===== src/hdl/rv32_pkg.sv =====
// rv32_pkg: shared types, opcodes and codes for the rv32i execute core
// no dependencies
`default_nettype none

package rv32_pkg;

  localparam int unsigned XLEN        = 32;
  localparam int unsigned NumRegsDef  = 32;
  localparam int unsigned RegIdxW     = 5;

  localparam logic [6:0] OpLoad   = 7'h03;
  localparam logic [6:0] OpFence  = 7'h0f;
  localparam logic [6:0] OpImm    = 7'h13;
  localparam logic [6:0] OpAuipc  = 7'h17;
  localparam logic [6:0] OpStore  = 7'h23;
  localparam logic [6:0] OpReg    = 7'h33;
  localparam logic [6:0] OpLui    = 7'h37;
  localparam logic [6:0] OpBranch = 7'h63;
  localparam logic [6:0] OpJalr   = 7'h67;
  localparam logic [6:0] OpJal    = 7'h6f;
  localparam logic [6:0] OpSystem = 7'h73;

  localparam logic [1:0] MemNone  = 2'd0;
  localparam logic [1:0] MemLoad  = 2'd1;
  localparam logic [1:0] MemStore = 2'd2;

  localparam logic [1:0] StatOk      = 2'd0;
  localparam logic [1:0] StatIllegal = 2'd1;
  localparam logic [1:0] StatNoLoad  = 2'd2;

  localparam logic [6:0] Funct7Alt = 7'h20;

  typedef struct packed {
    logic [1:0]  status;
    logic [31:0] next_pc;
    logic [1:0]  access_size;
    logic [31:0] write_data;
    logic [31:0] mem_address;
    logic [1:0]  mem_kind;
  } result_t;

  typedef enum logic [1:0] {
    ST_READ = 2'b01,
    ST_EXEC = 2'b10
  } phase_e;

  function automatic logic [31:0] alu(input logic [2:0] f3, input logic alt,
                                     input logic [31:0] a, input logic [31:0] b);
    logic [31:0] r;
    case (f3)
      3'd0: r = alt ? a - b : a + b;
      3'd1: r = a << b[4:0];
      3'd2: r = {31'd0, $signed(a) < $signed(b)};
      3'd3: r = {31'd0, a < b};
      3'd4: r = a ^ b;
      3'd5: r = alt ? 32'($signed(a) >>> b[4:0]) : a >> b[4:0];
      3'd6: r = a | b;
      default: r = a & b;
    endcase
    return r;
  endfunction

endpackage

`default_nettype wire


===== src/hdl/rv32_ram.sv =====
// rv32_ram: generic single-write dual-read ram, registered read
// no dependencies
`default_nettype none

module rv32_ram #(
  parameter int unsigned Width = 32,
  parameter int unsigned Depth = 32
) (
  input  wire logic                     clk_i,
  input  wire logic                     we_i,
  input  wire logic [$clog2(Depth)-1:0] waddr_i,
  input  wire logic [Width-1:0]         wdata_i,
  input  wire logic [$clog2(Depth)-1:0] raddr_a_i,
  input  wire logic [$clog2(Depth)-1:0] raddr_b_i,
  output logic      [Width-1:0]         rdata_a_o,
  output logic      [Width-1:0]         rdata_b_o
);

  logic [Width-1:0] mem_q [Depth];

  always_ff @(posedge clk_i) begin
    if (we_i) mem_q[waddr_i] <= wdata_i;
    rdata_a_o <= mem_q[raddr_a_i];
    rdata_b_o <= mem_q[raddr_b_i];
  end

endmodule

`default_nettype wire


===== src/hdl/rv32i_instruction_execute_core.sv =====
// rv32i_instruction_execute_core: rv32i execute core with ram register file
// depends on rv32_pkg and rv32_ram
//
// channel  dir  tdata bits                 tuser
// s_axis   in   [31:0] payload             [0] req_type
// m_axis   out  [1:0] kind [33:2] addr [65:34] wdata [67:66] size [99:68] npc
//              [101:100] status (104 bits)
//
// each item passes a register file read, then execute and write-back
// items overlap, so one is taken each cycle while results are taken
// reset clears the register file with a pass over all 32 entries (one entry a cycle)
// a stalled output register holds the result; the next item may still be read
`default_nettype none

module rv32i_instruction_execute_core
  import rv32_pkg::*;
#(
  parameter int unsigned NumRegs = NumRegsDef
) (
  input  wire logic         clk_i,
  input  wire logic         rst_ni,
  input  wire logic         cfg_we_i,
  input  wire logic [31:0]  cfg_wdata_i,
  input  wire logic         s_axis_tvalid,
  output logic              s_axis_tready,
  input  wire logic [31:0]  s_axis_tdata,   // payload
  input  wire logic [0:0]   s_axis_tuser,   // req_type
  output logic              m_axis_tvalid,
  input  wire logic         m_axis_tready,
  output logic      [103:0] m_axis_tdata    // kind,addr,wdata,size,npc,status; pad
);

  localparam int unsigned AddrW = RegIdxW;

  logic         clr_q, clr_d;
  logic [AddrW:0] clr_cnt_q, clr_cnt_d;
  logic         busy_q, busy_d;
  logic         ltype_q, ltype_d;
  logic [31:0]  x_q, x_d;
  logic [31:0]  pc_q, pc_d;
  logic         lp_q, lp_d;
  logic [4:0]   ldst_q, ldst_d;
  logic [2:0]   lkind_q, lkind_d;
  logic         ov_q, ov_d;
  result_t      res_q, res_d;

  logic         we;
  logic [4:0]   waddr;
  logic [31:0]  wdata;
  logic [31:0]  ra, rb;
  logic [4:0]   raddr_a, raddr_b;

  logic in_xfer, exec, out_free;
  assign out_free      = !ov_q || m_axis_tready;
  assign exec          = busy_q && out_free;
  assign s_axis_tready = !clr_q && (!busy_q || exec);
  assign in_xfer       = s_axis_tvalid && s_axis_tready;

  // a waiting item keeps its own operands on the read port
  assign raddr_a = in_xfer ? s_axis_tdata[19:15] : x_q[19:15];
  assign raddr_b = in_xfer ? s_axis_tdata[24:20] : x_q[24:20];

  rv32_ram #(.Width(32), .Depth(32)) u_rf (
    .clk_i    (clk_i),
    .we_i     (we),
    .waddr_i  (waddr),
    .wdata_i  (wdata),
    .raddr_a_i(raddr_a),
    .raddr_b_i(raddr_b),
    .rdata_a_o(ra),
    .rdata_b_o(rb)
  );

  // decode
  logic [6:0] op, f7;
  logic [4:0] rd, rs1, rs2;
  logic [2:0] f3;
  logic [31:0] a, b, immi, imms, immb, immj, alu_b, pc4;
  logic fwd_a, fwd_b;
  logic [31:0] ex_wdata;
  logic        ex_we;
  logic        taken;
  result_t     r;

  assign op  = x_q[6:0];
  assign rd  = x_q[11:7];
  assign f3  = x_q[14:12];
  assign rs1 = x_q[19:15];
  assign rs2 = x_q[24:20];
  assign f7  = x_q[31:25];
  assign immi = {{20{x_q[31]}}, x_q[31:20]};
  assign imms = {{20{x_q[31]}}, x_q[31:25], x_q[11:7]};
  assign immb = {{20{x_q[31]}}, x_q[7], x_q[30:25], x_q[11:8], 1'b0};
  assign immj = {{12{x_q[31]}}, x_q[19:12], x_q[20], x_q[30:21], 1'b0};
  assign pc4  = pc_q + 32'd4;

  // forwarding register from the write of the previous item
  logic        fw_v_q, fw_v_d;
  logic [4:0]  fw_a_q, fw_a_d;
  logic [31:0] fw_d_q, fw_d_d;

  always_comb begin
    fwd_a = fw_v_q && fw_a_q == rs1;
    fwd_b = fw_v_q && fw_a_q == rs2;
    a = (rs1 == 5'd0 || 32'(rs1) >= NumRegs) ? 32'd0 : (fwd_a ? fw_d_q : ra);
    b = (rs2 == 5'd0 || 32'(rs2) >= NumRegs) ? 32'd0 : (fwd_b ? fw_d_q : rb);
  end

  always_comb begin
    r = '0;
    r.next_pc = pc4;
    r.status = StatOk;
    ex_we = 1'b0;
    ex_wdata = '0;
    taken = 1'b0;
    alu_b = immi;
    lp_d = lp_q;
    ldst_d = ldst_q;
    lkind_d = lkind_q;
    if (ltype_q) begin
      r.next_pc = pc_q;
      if (!lp_q) begin
        r.status = StatNoLoad;
      end else begin
        ex_we = 1'b1;
        case (lkind_q)
          3'd0: ex_wdata = {{24{x_q[7]}}, x_q[7:0]};
          3'd1: ex_wdata = {{16{x_q[15]}}, x_q[15:0]};
          3'd4: ex_wdata = {24'd0, x_q[7:0]};
          3'd5: ex_wdata = {16'd0, x_q[15:0]};
          default: ex_wdata = x_q;
        endcase
        lp_d = 1'b0;
      end
    end else begin
      lp_d = 1'b0;
      case (op)
        OpLoad: begin
          if (f3 == 3'd3 || f3 >= 3'd6) r.status = StatIllegal;
          else begin
            r.mem_kind = MemLoad;
            r.mem_address = a + immi;
            r.access_size = f3[1:0];
            lp_d = 1'b1;
            ldst_d = rd;
            lkind_d = f3;
          end
        end
        OpFence: if (f3 != 3'd0) r.status = StatIllegal;
        OpImm: begin
          if ((f3 == 3'd1 && f7 != 7'd0) ||
              (f3 == 3'd5 && f7 != 7'd0 && f7 != Funct7Alt)) r.status = StatIllegal;
          else begin
            ex_we = 1'b1;
            ex_wdata = alu(f3, f3 == 3'd5 && x_q[30], a, immi);
          end
        end
        OpAuipc: begin ex_we = 1'b1; ex_wdata = {x_q[31:12], 12'd0} + pc_q; end
        OpStore: begin
          if (f3 > 3'd2) r.status = StatIllegal;
          else begin
            r.mem_kind = MemStore;
            r.mem_address = a + imms;
            r.write_data = b;
            r.access_size = f3[1:0];
          end
        end
        OpReg: begin
          if (f7 != 7'd0 && !(f7 == Funct7Alt && (f3 == 3'd0 || f3 == 3'd5)))
            r.status = StatIllegal;
          else begin
            ex_we = 1'b1;
            alu_b = b;
            ex_wdata = alu(f3, f7 == Funct7Alt, a, alu_b);
          end
        end
        OpLui: begin ex_we = 1'b1; ex_wdata = {x_q[31:12], 12'd0}; end
        OpBranch: begin
          case (f3)
            3'd0: taken = a == b;
            3'd1: taken = a != b;
            3'd4: taken = $signed(a) < $signed(b);
            3'd5: taken = !($signed(a) < $signed(b));
            3'd6: taken = a < b;
            3'd7: taken = a >= b;
            default: r.status = StatIllegal;
          endcase
          if (taken) r.next_pc = pc_q + immb;
        end
        OpJalr: begin
          if (f3 != 3'd0) r.status = StatIllegal;
          else begin
            r.next_pc = (a + immi) & 32'hffff_fffe;
            ex_we = 1'b1; ex_wdata = pc4;
          end
        end
        OpJal: begin r.next_pc = pc_q + immj; ex_we = 1'b1; ex_wdata = pc4; end
        OpSystem: begin
          if (f3 != 3'd0 || rd != 5'd0 || rs1 != 5'd0 || x_q[31:20] > 12'd1)
            r.status = StatIllegal;
        end
        default: r.status = StatIllegal;
      endcase
    end
  end

  logic [4:0] ex_dst;
  logic       ex_wr;
  assign ex_dst = ltype_q ? ldst_q : rd;
  assign ex_wr  = exec && ex_we && ex_dst != 5'd0 && 32'(ex_dst) < NumRegs;

  always_comb begin
    clr_d = clr_q;
    clr_cnt_d = clr_cnt_q;
    if (clr_q) begin
      clr_cnt_d = clr_cnt_q + 1'b1;
      if (clr_cnt_q == (AddrW+1)'(31)) clr_d = 1'b0;
    end
    we    = clr_q || ex_wr;
    waddr = clr_q ? clr_cnt_q[AddrW-1:0] : ex_dst;
    wdata = clr_q ? 32'd0 : ex_wdata;

    busy_d = in_xfer ? 1'b1 : (exec ? 1'b0 : busy_q);
    x_d     = in_xfer ? s_axis_tdata : x_q;
    ltype_d = in_xfer ? s_axis_tuser[0] : ltype_q;
    // forward only when the write lands in the cycle the next item reads
    fw_v_d = in_xfer ? ex_wr : fw_v_q && !in_xfer;
    fw_a_d = in_xfer ? ex_dst : fw_a_q;
    fw_d_d = in_xfer ? ex_wdata : fw_d_q;
    if (!in_xfer) begin
      fw_v_d = fw_v_q; fw_a_d = fw_a_q; fw_d_d = fw_d_q;
    end

    ov_d  = exec ? 1'b1 : (m_axis_tready ? 1'b0 : ov_q);
    res_d = exec ? r : res_q;
    pc_d  = exec ? r.next_pc : pc_q;
    if (cfg_we_i) pc_d = cfg_wdata_i;
  end

  always_ff @(posedge clk_i or negedge rst_ni) begin
    if (!rst_ni) begin
      clr_q <= 1'b1; clr_cnt_q <= '0; busy_q <= 1'b0; ov_q <= 1'b0;
      pc_q <= '0; lp_q <= 1'b0; ldst_q <= '0; lkind_q <= '0; fw_v_q <= 1'b0;
    end else begin
      clr_q <= clr_d; clr_cnt_q <= clr_cnt_d; busy_q <= busy_d; ov_q <= ov_d;
      pc_q <= pc_d; fw_v_q <= fw_v_d;
      if (exec) begin lp_q <= lp_d; ldst_q <= ldst_d; lkind_q <= lkind_d; end
    end
  end

  always_ff @(posedge clk_i) begin
    x_q <= x_d; ltype_q <= ltype_d; res_q <= res_d; fw_a_q <= fw_a_d; fw_d_q <= fw_d_d;
  end

  assign m_axis_tvalid = ov_q;
  assign m_axis_tdata  = {2'b00, res_q};

  a_no_accept_clr: assert property (@(posedge clk_i) disable iff (!rst_ni)
    clr_q |-> !s_axis_tready) else $error("transfer taken during clear");
  a_hold: assert property (@(posedge clk_i) disable iff (!rst_ni)
    ov_q && !m_axis_tready |-> !exec) else $error("result overwritten");
  a_exec_busy: assert property (@(posedge clk_i) disable iff (!rst_ni)
    exec |-> busy_q && !clr_q) else $error("execute without item");
endmodule

`default_nettype wire


===== config.mk =====
export PLATFORM = sky130hd
export DESIGN_NAME = rv32i_instruction_execute_core
export DESIGN_NICKNAME = d
export VERILOG_FILES = /design/src/hdl/rv32_pkg.sv /design/src/hdl/rv32_ram.sv /design/src/hdl/rv32i_instruction_execute_core.sv
export SDC_FILE = /design/constraint.sdc
export NUM_CORES = 2
export LEC_CHECK = 0
export BUFFER_PORTS_ARGS = -buffer_cell sky130_fd_sc_hd__clkbuf_2
export CORE_ASPECT_RATIO = 0.7
export CORE_MARGIN = 3
export CORE_UTILIZATION = 60
export DETAILED_ROUTE_END_ITERATION = 7
export HOLD_SLACK_MARGIN = 0.1
export PLACE_DENSITY = 0.81
export SYNTH_ARGS = -nofsm -noshare
export SYNTH_HDL_FRONTEND = slang
export SYNTH_SLANG_ARGS = --single-unit

===== constraint.sdc =====
create_clock -name clk_i -period 10.25 [get_ports clk_i]
set_input_delay 0.5125 -clock clk_i [delete_from_list [all_inputs] [get_ports clk_i]]
set_output_delay 0.5125 -clock clk_i [all_outputs]
set_load 0.05 [all_outputs]

==> results of run 1 <==
==> metal layers <==
| metal | overflow | track usage |
|---|---|---|
| met5 | 0 | 0.370 |
| met3 | 8 | 0.656 |
| met4 | 87 | 0.620 |
| met2 | 104 | 0.892 |
| met1 | 7 | 0.801 |
==> per-stage QoR <==
step	std cells	worst slack [ns]
CTS	9737	1.75
detailed placement	9452	1.96
global placement	9451	1.71
floorplan	7725	2.80
==> logic make-up after synthesis <==
kind of cell / Yosys count / synth area share
muxes: 833 / 0.180
xor gates and xnor gates: 151 / 0.0155
buffers and inverters: 759 / 0.0348
and+or+nand+nor: 2507 / 0.131
adders and majority gates: 283 / 0.0423
other: 1 / 0.0000441
DFF: 1311 / 0.452
AOI/OAI and AO/OA: 1879 / 0.144
==> impl_metrics.json, run 1 <==
{
  "outcome": "stopped before the end",
  "flow.stopped_at": "5_1_grt",
  "tool.error": "[ERROR GRT-0116] Global routing finished with congestion. Check the congestion regions in the DRC Viewer.",
  "ys_top_cells_by_count": "edfxtp_1 (1196), nand2_1 (1039), mux4_2 (549), nor2_1 (520), o21ai_0 (462)",
  "synth_cell_types": 99,
  "io_buffers": 173,
  "netlist.top_cell.by_area": "edfxtp_1",
  "start_util": 0.610,
  "cts_buffer_depth": 3,
  "gp_congestion": 1.21,
  "synth-edff-count": 1196,
  "cts_hold_buf": 65,
  "grt_util_all_layers": 0.758,
  "rows": 114,
  "cts_resized": 0,
  "grt_max_degree": 113,
  "netlist_instances": 7724,
  "synth_top_area_share": 0.422,
  "synthArstFlopShare": 0.0389,
  "place_hpwl_um": 330000,
  "avgSynthCellArea_sq_um": 11.0,
  "synthesis.area_sq_um": 85100,
  "dpl_cell_area_sq_um": 89000,
  "die_w_um": 456,
  "synth_area_leaders": "edfxtp_1 (42%), mux4_2 (15%), nand2_1 (4.6%), ha_1 (4.0%), o21ai_0 (2.7%)",
  "top_level_ports": 176,
  "die_y_um": 321,
  "cts-htree-levels": 3,
  "yosysMostFrequentCell": "edfxtp_1",
  "clock_sinks": 1311,
  "ys.warnings.count": 0,
  "grt_pass1_vias": 91100,
  "cts_setup_buffers": 0,
  "cts_inserted_buffers": 116,
  "yosys_register_bits": 1311,
  "synth-seq-area-share": 0.452,
  "ys.flop_type": "edfxtp_1",
  "grt_pass1_wl_um": 769000,
  "root_buffer": "clkbuf_16",
  "overflow": 206
}
==> inputs of run 2 (changes only) <==
CORE_ASPECT_RATIO = default   (was 0.7)
CORE_UTILIZATION = 40   (was 60)
HOLD_SLACK_MARGIN = default   (was 0.1)
PLACE_DENSITY = default   (was 0.81)
PLACE_DENSITY_LB_ADDON = 0.15   (was default)
==> run 2 against run 1 <==
Compared with the run above:
- the flow now finishes, with violations (design-rule violations, max-capacitance violations, max-slew violations)
- synthesized cell count unchanged
- synthesized area unchanged
==> impl_metrics.json, run 2 <==
{
  "outcome": "finished with violations",
  "violations": "design-rule violations, max-capacitance violations, max-slew violations",
  "cp-start-kind": "register",
  "cts_buffer_depth": 3,
  "synthesis.area_sq_um": 85100,
  "largest_reg_flops": 1024,
  "synth_area_leaders": "edfxtp_1 (42%), mux4_2 (15%), nand2_1 (4.6%), ha_1 (4.0%), o21ai_0 (2.7%)",
  "routed_wirelength_um": 452000,
  "crit_fanout": 32,
  "yosys_register_bits": 1311,
  "synth-edff-count": 1196,
  "maxCapViolCount": 1,
  "avgSynthCellArea_sq_um": 11.0,
  "cts-htree-levels": 4,
  "cts_tree": "yes",
  "rrSetupSlack_ns": 1.14,
  "worstRegToRegCells": 18,
  "slew_violations": 2,
  "root_buffer": "clkbuf_16",
  "crit_chain": "xnor2_1 > and2_0 > nand2_1 > buf_4 > mux2i_1 > nor2_1 > ha_1 > nand2_1 > nor2_1 > a211oi_1 > o21ai_1 > a21oi_1 > mux2i_1 > a221oi_1 > a31oi_1 > nor3_1 > buf_4 > a211oi_4",
  "synthArstFlopShare": 0.0389,
  "drtAntennaViolNets": 0,
  "hold_viol_final": 0,
  "r2r-end": "u_rf.mem_q[2][19]$_DFFE_PP_",
  "max_stage_delay_ns": 1.01,
  "start_util": 0.404,
  "fin_skew_ns": 0.0785,
  "synth_top_area_share": 0.422,
  "via_count": 74900,
  "nFillCells": 19500,
  "synth-seq-area-share": 0.452,
  "dp_slack_ns": 1.51,
  "vdd_ir_drop_max_uv": 185,
  "cp.required_ns": 10.67,
  "final_layout_size_suffix_gt1_frac": 0.192,
  "cts_inserted_buffers": 146,
  "power.density_nw_per_um2": 185,
  "worstMarginPinSlew_ns": 1.55,
  "final_util": 0.457,
  "ys.warnings.count": 0,
  "clock_sinks": 1311,
  "setup_viol_count_final": 0,
  "overflow": 0,
  "max_freq_mhz": 110,
  "fin_crit_sh": 0.889,
  "critPathTopFamily": "compound AO/OA/AOI/OAI gates",
  "hold_start": "cfg_wdata_i[31]",
  "synth_cell_types": 99,
  "rr_startpoint": "x_q[17]$_DFFE_PP_",
  "rows": 168,
  "hold_depth": 4,
  "fin_tns_setup_ns": 0,
  "grt_pass1_vias": 71500,
  "final_common_cell": "edfxtp_1",
  "insertion_delay_ns": 0.85,
  "holdWs_ns": 0.0665,
  "die-area_sq_um": 218000,
  "ys_top_cells_by_count": "edfxtp_1 (1196), nand2_1 (1039), mux4_2 (549), nor2_1 (520), o21ai_0 (462)",
  "setup_ws_ns": 1.14,
  "top_level_ports": 176,
  "period_needed_ns": 9.11,
  "die_y_um": 467,
  "worstHoldPathType": "primary input to register",
  "cp_slowest_cell": "a211oi_4",
  "ys.flop_type": "edfxtp_1",
  "first_pass_iters": 8,
  "grt_util_all_layers": 0.405,
  "wl_per_cell_um": 41.8,
  "area_delta_synth_final_pct": 13.2,
  "io_buffers": 173,
  "slew_headroom": -0.0502,
  "power_mw": 17.8,
  "netlist.top_cell.by_area": "edfxtp_1",
  "whs_endpoint": "pc_q[31]$_DFFE_PN0P_",
  "core_area_sq_um": 210000,
  "cts_resized": 0,
  "p_leak_nw": 34.9,
  "regMostFlops": "u_rf.mem_q",
  "gp_congestion": 1.12,
  "drc": 4,
  "cp.arrival_ns": 9.54,
  "die_w_um": 467,
  "clk_pin_slew_ns": 0.06,
  "path_class": "register to register",
  "grt_max_degree": 119,
  "rsz0062_at_grt": "false",
  "place_hpwl_um": 314000,
  "path_buf_inv": 2,
  "final_net_count": 8204,
  "yosysMostFrequentCell": "edfxtp_1",
  "via_per_inst": 6.93,
  "dr.first_iter.drc_count": 11200,
  "cp-end-kind": "register",
  "grt_pass1_wl_um": 612000,
  "antenna_found_initial": 32,
  "netlist_instances": 7724,
  "final_cell_mix": "edfxtp_1 (1196), nand2_1 (1038), mux4_2 (549), nor2_1 (481), o21ai_0 (453)"
}
-- run 2: metal layers --
layer,track usage,wire (um)
met1,0.533,177000
met2,0.613,199000
met3,0.0980,45300
met4,0.230,30300
met5,0,57
-- run 2: timing repair --
action / 4_1_cts / 5_1_grt
buffers inserted: 0 / 0
endpoints found under the hold margin: 112 / 0
hold buffers: 63 / 0
-- run 2: cell type report --
class                   instances  area [sq um]  share of cell area
diodes                         21          52.6            0.000546
repair buffers                558          4080              0.0424
inverters                     179           679             0.00706
clock buffers                 196          4010              0.0417
multi-input cells            5655         44400               0.462
well taps                    2805          3510              0.0365
flip-flops and latches       1311         38500               0.400
clock inverters                76          1020              0.0106
-- run 2: worst min-delay path, cell delays in order --
cell	delay [ns]
clkbuf_2	0.08
nand2_1	0.06
o21ai_0	0.09
o31a_1	0.11
-- run 2: cell families after synthesis --
family,share of synthesized area
buffers and inverters,0.0348
other,0.0000441
adders and majority gates,0.0423
DFF,0.452
xor gates and xnor gates,0.0155
muxes,0.180
and+or+nand+nor,0.131
AOI/OAI and AO/OA,0.144
-- run 2: worst max path at each step --
stage	start	to	slack (ns)	depth (start not counted)
after floorplan	x_q[22]$_DFFE_PP_	u_rf.mem_q[0][4]$_DFFE_PP_	2.80	21
after global placement	x_q[17]$_DFFE_PP_	pc_q[13]$_DFFE_PN0P_	1.44	19
after detailed placement	x_q[17]$_DFFE_PP_	u_rf.mem_q[24][19]$_DFFE_PP_	1.51	18
after CTS	x_q[17]$_DFFE_PP_	u_rf.mem_q[1][19]$_DFFE_PP_	1.41	18
after global routing	x_q[17]$_DFFE_PP_	u_rf.mem_q[2][19]$_DFFE_PP_	0.94	18
final	x_q[17]$_DFFE_PP_	u_rf.mem_q[2][19]$_DFFE_PP_	1.14	18
-- run 2: per-stage QoR --
stage	cell area (sq um)	cells
finish	96200	10800
global route	96200	10800
CTS	96200	10800
detailed placement	90500	10400
global placement	90500	10400
floorplan	85100	7725
-- run 2: power breakdown --
group / total [mW] / leakage (nW) / internal (mW) / switching (mW)
sequential: 6.15 / 13.8 / 5.92 / 0.236
combinational: 6.10 / 18.7 / 1.72 / 4.38
clock: 5.53 / 2.44 / 3.17 / 2.36
total: 17.8 / 34.9 / 10.8 / 6.97
(Power assumes the default switching activity.)
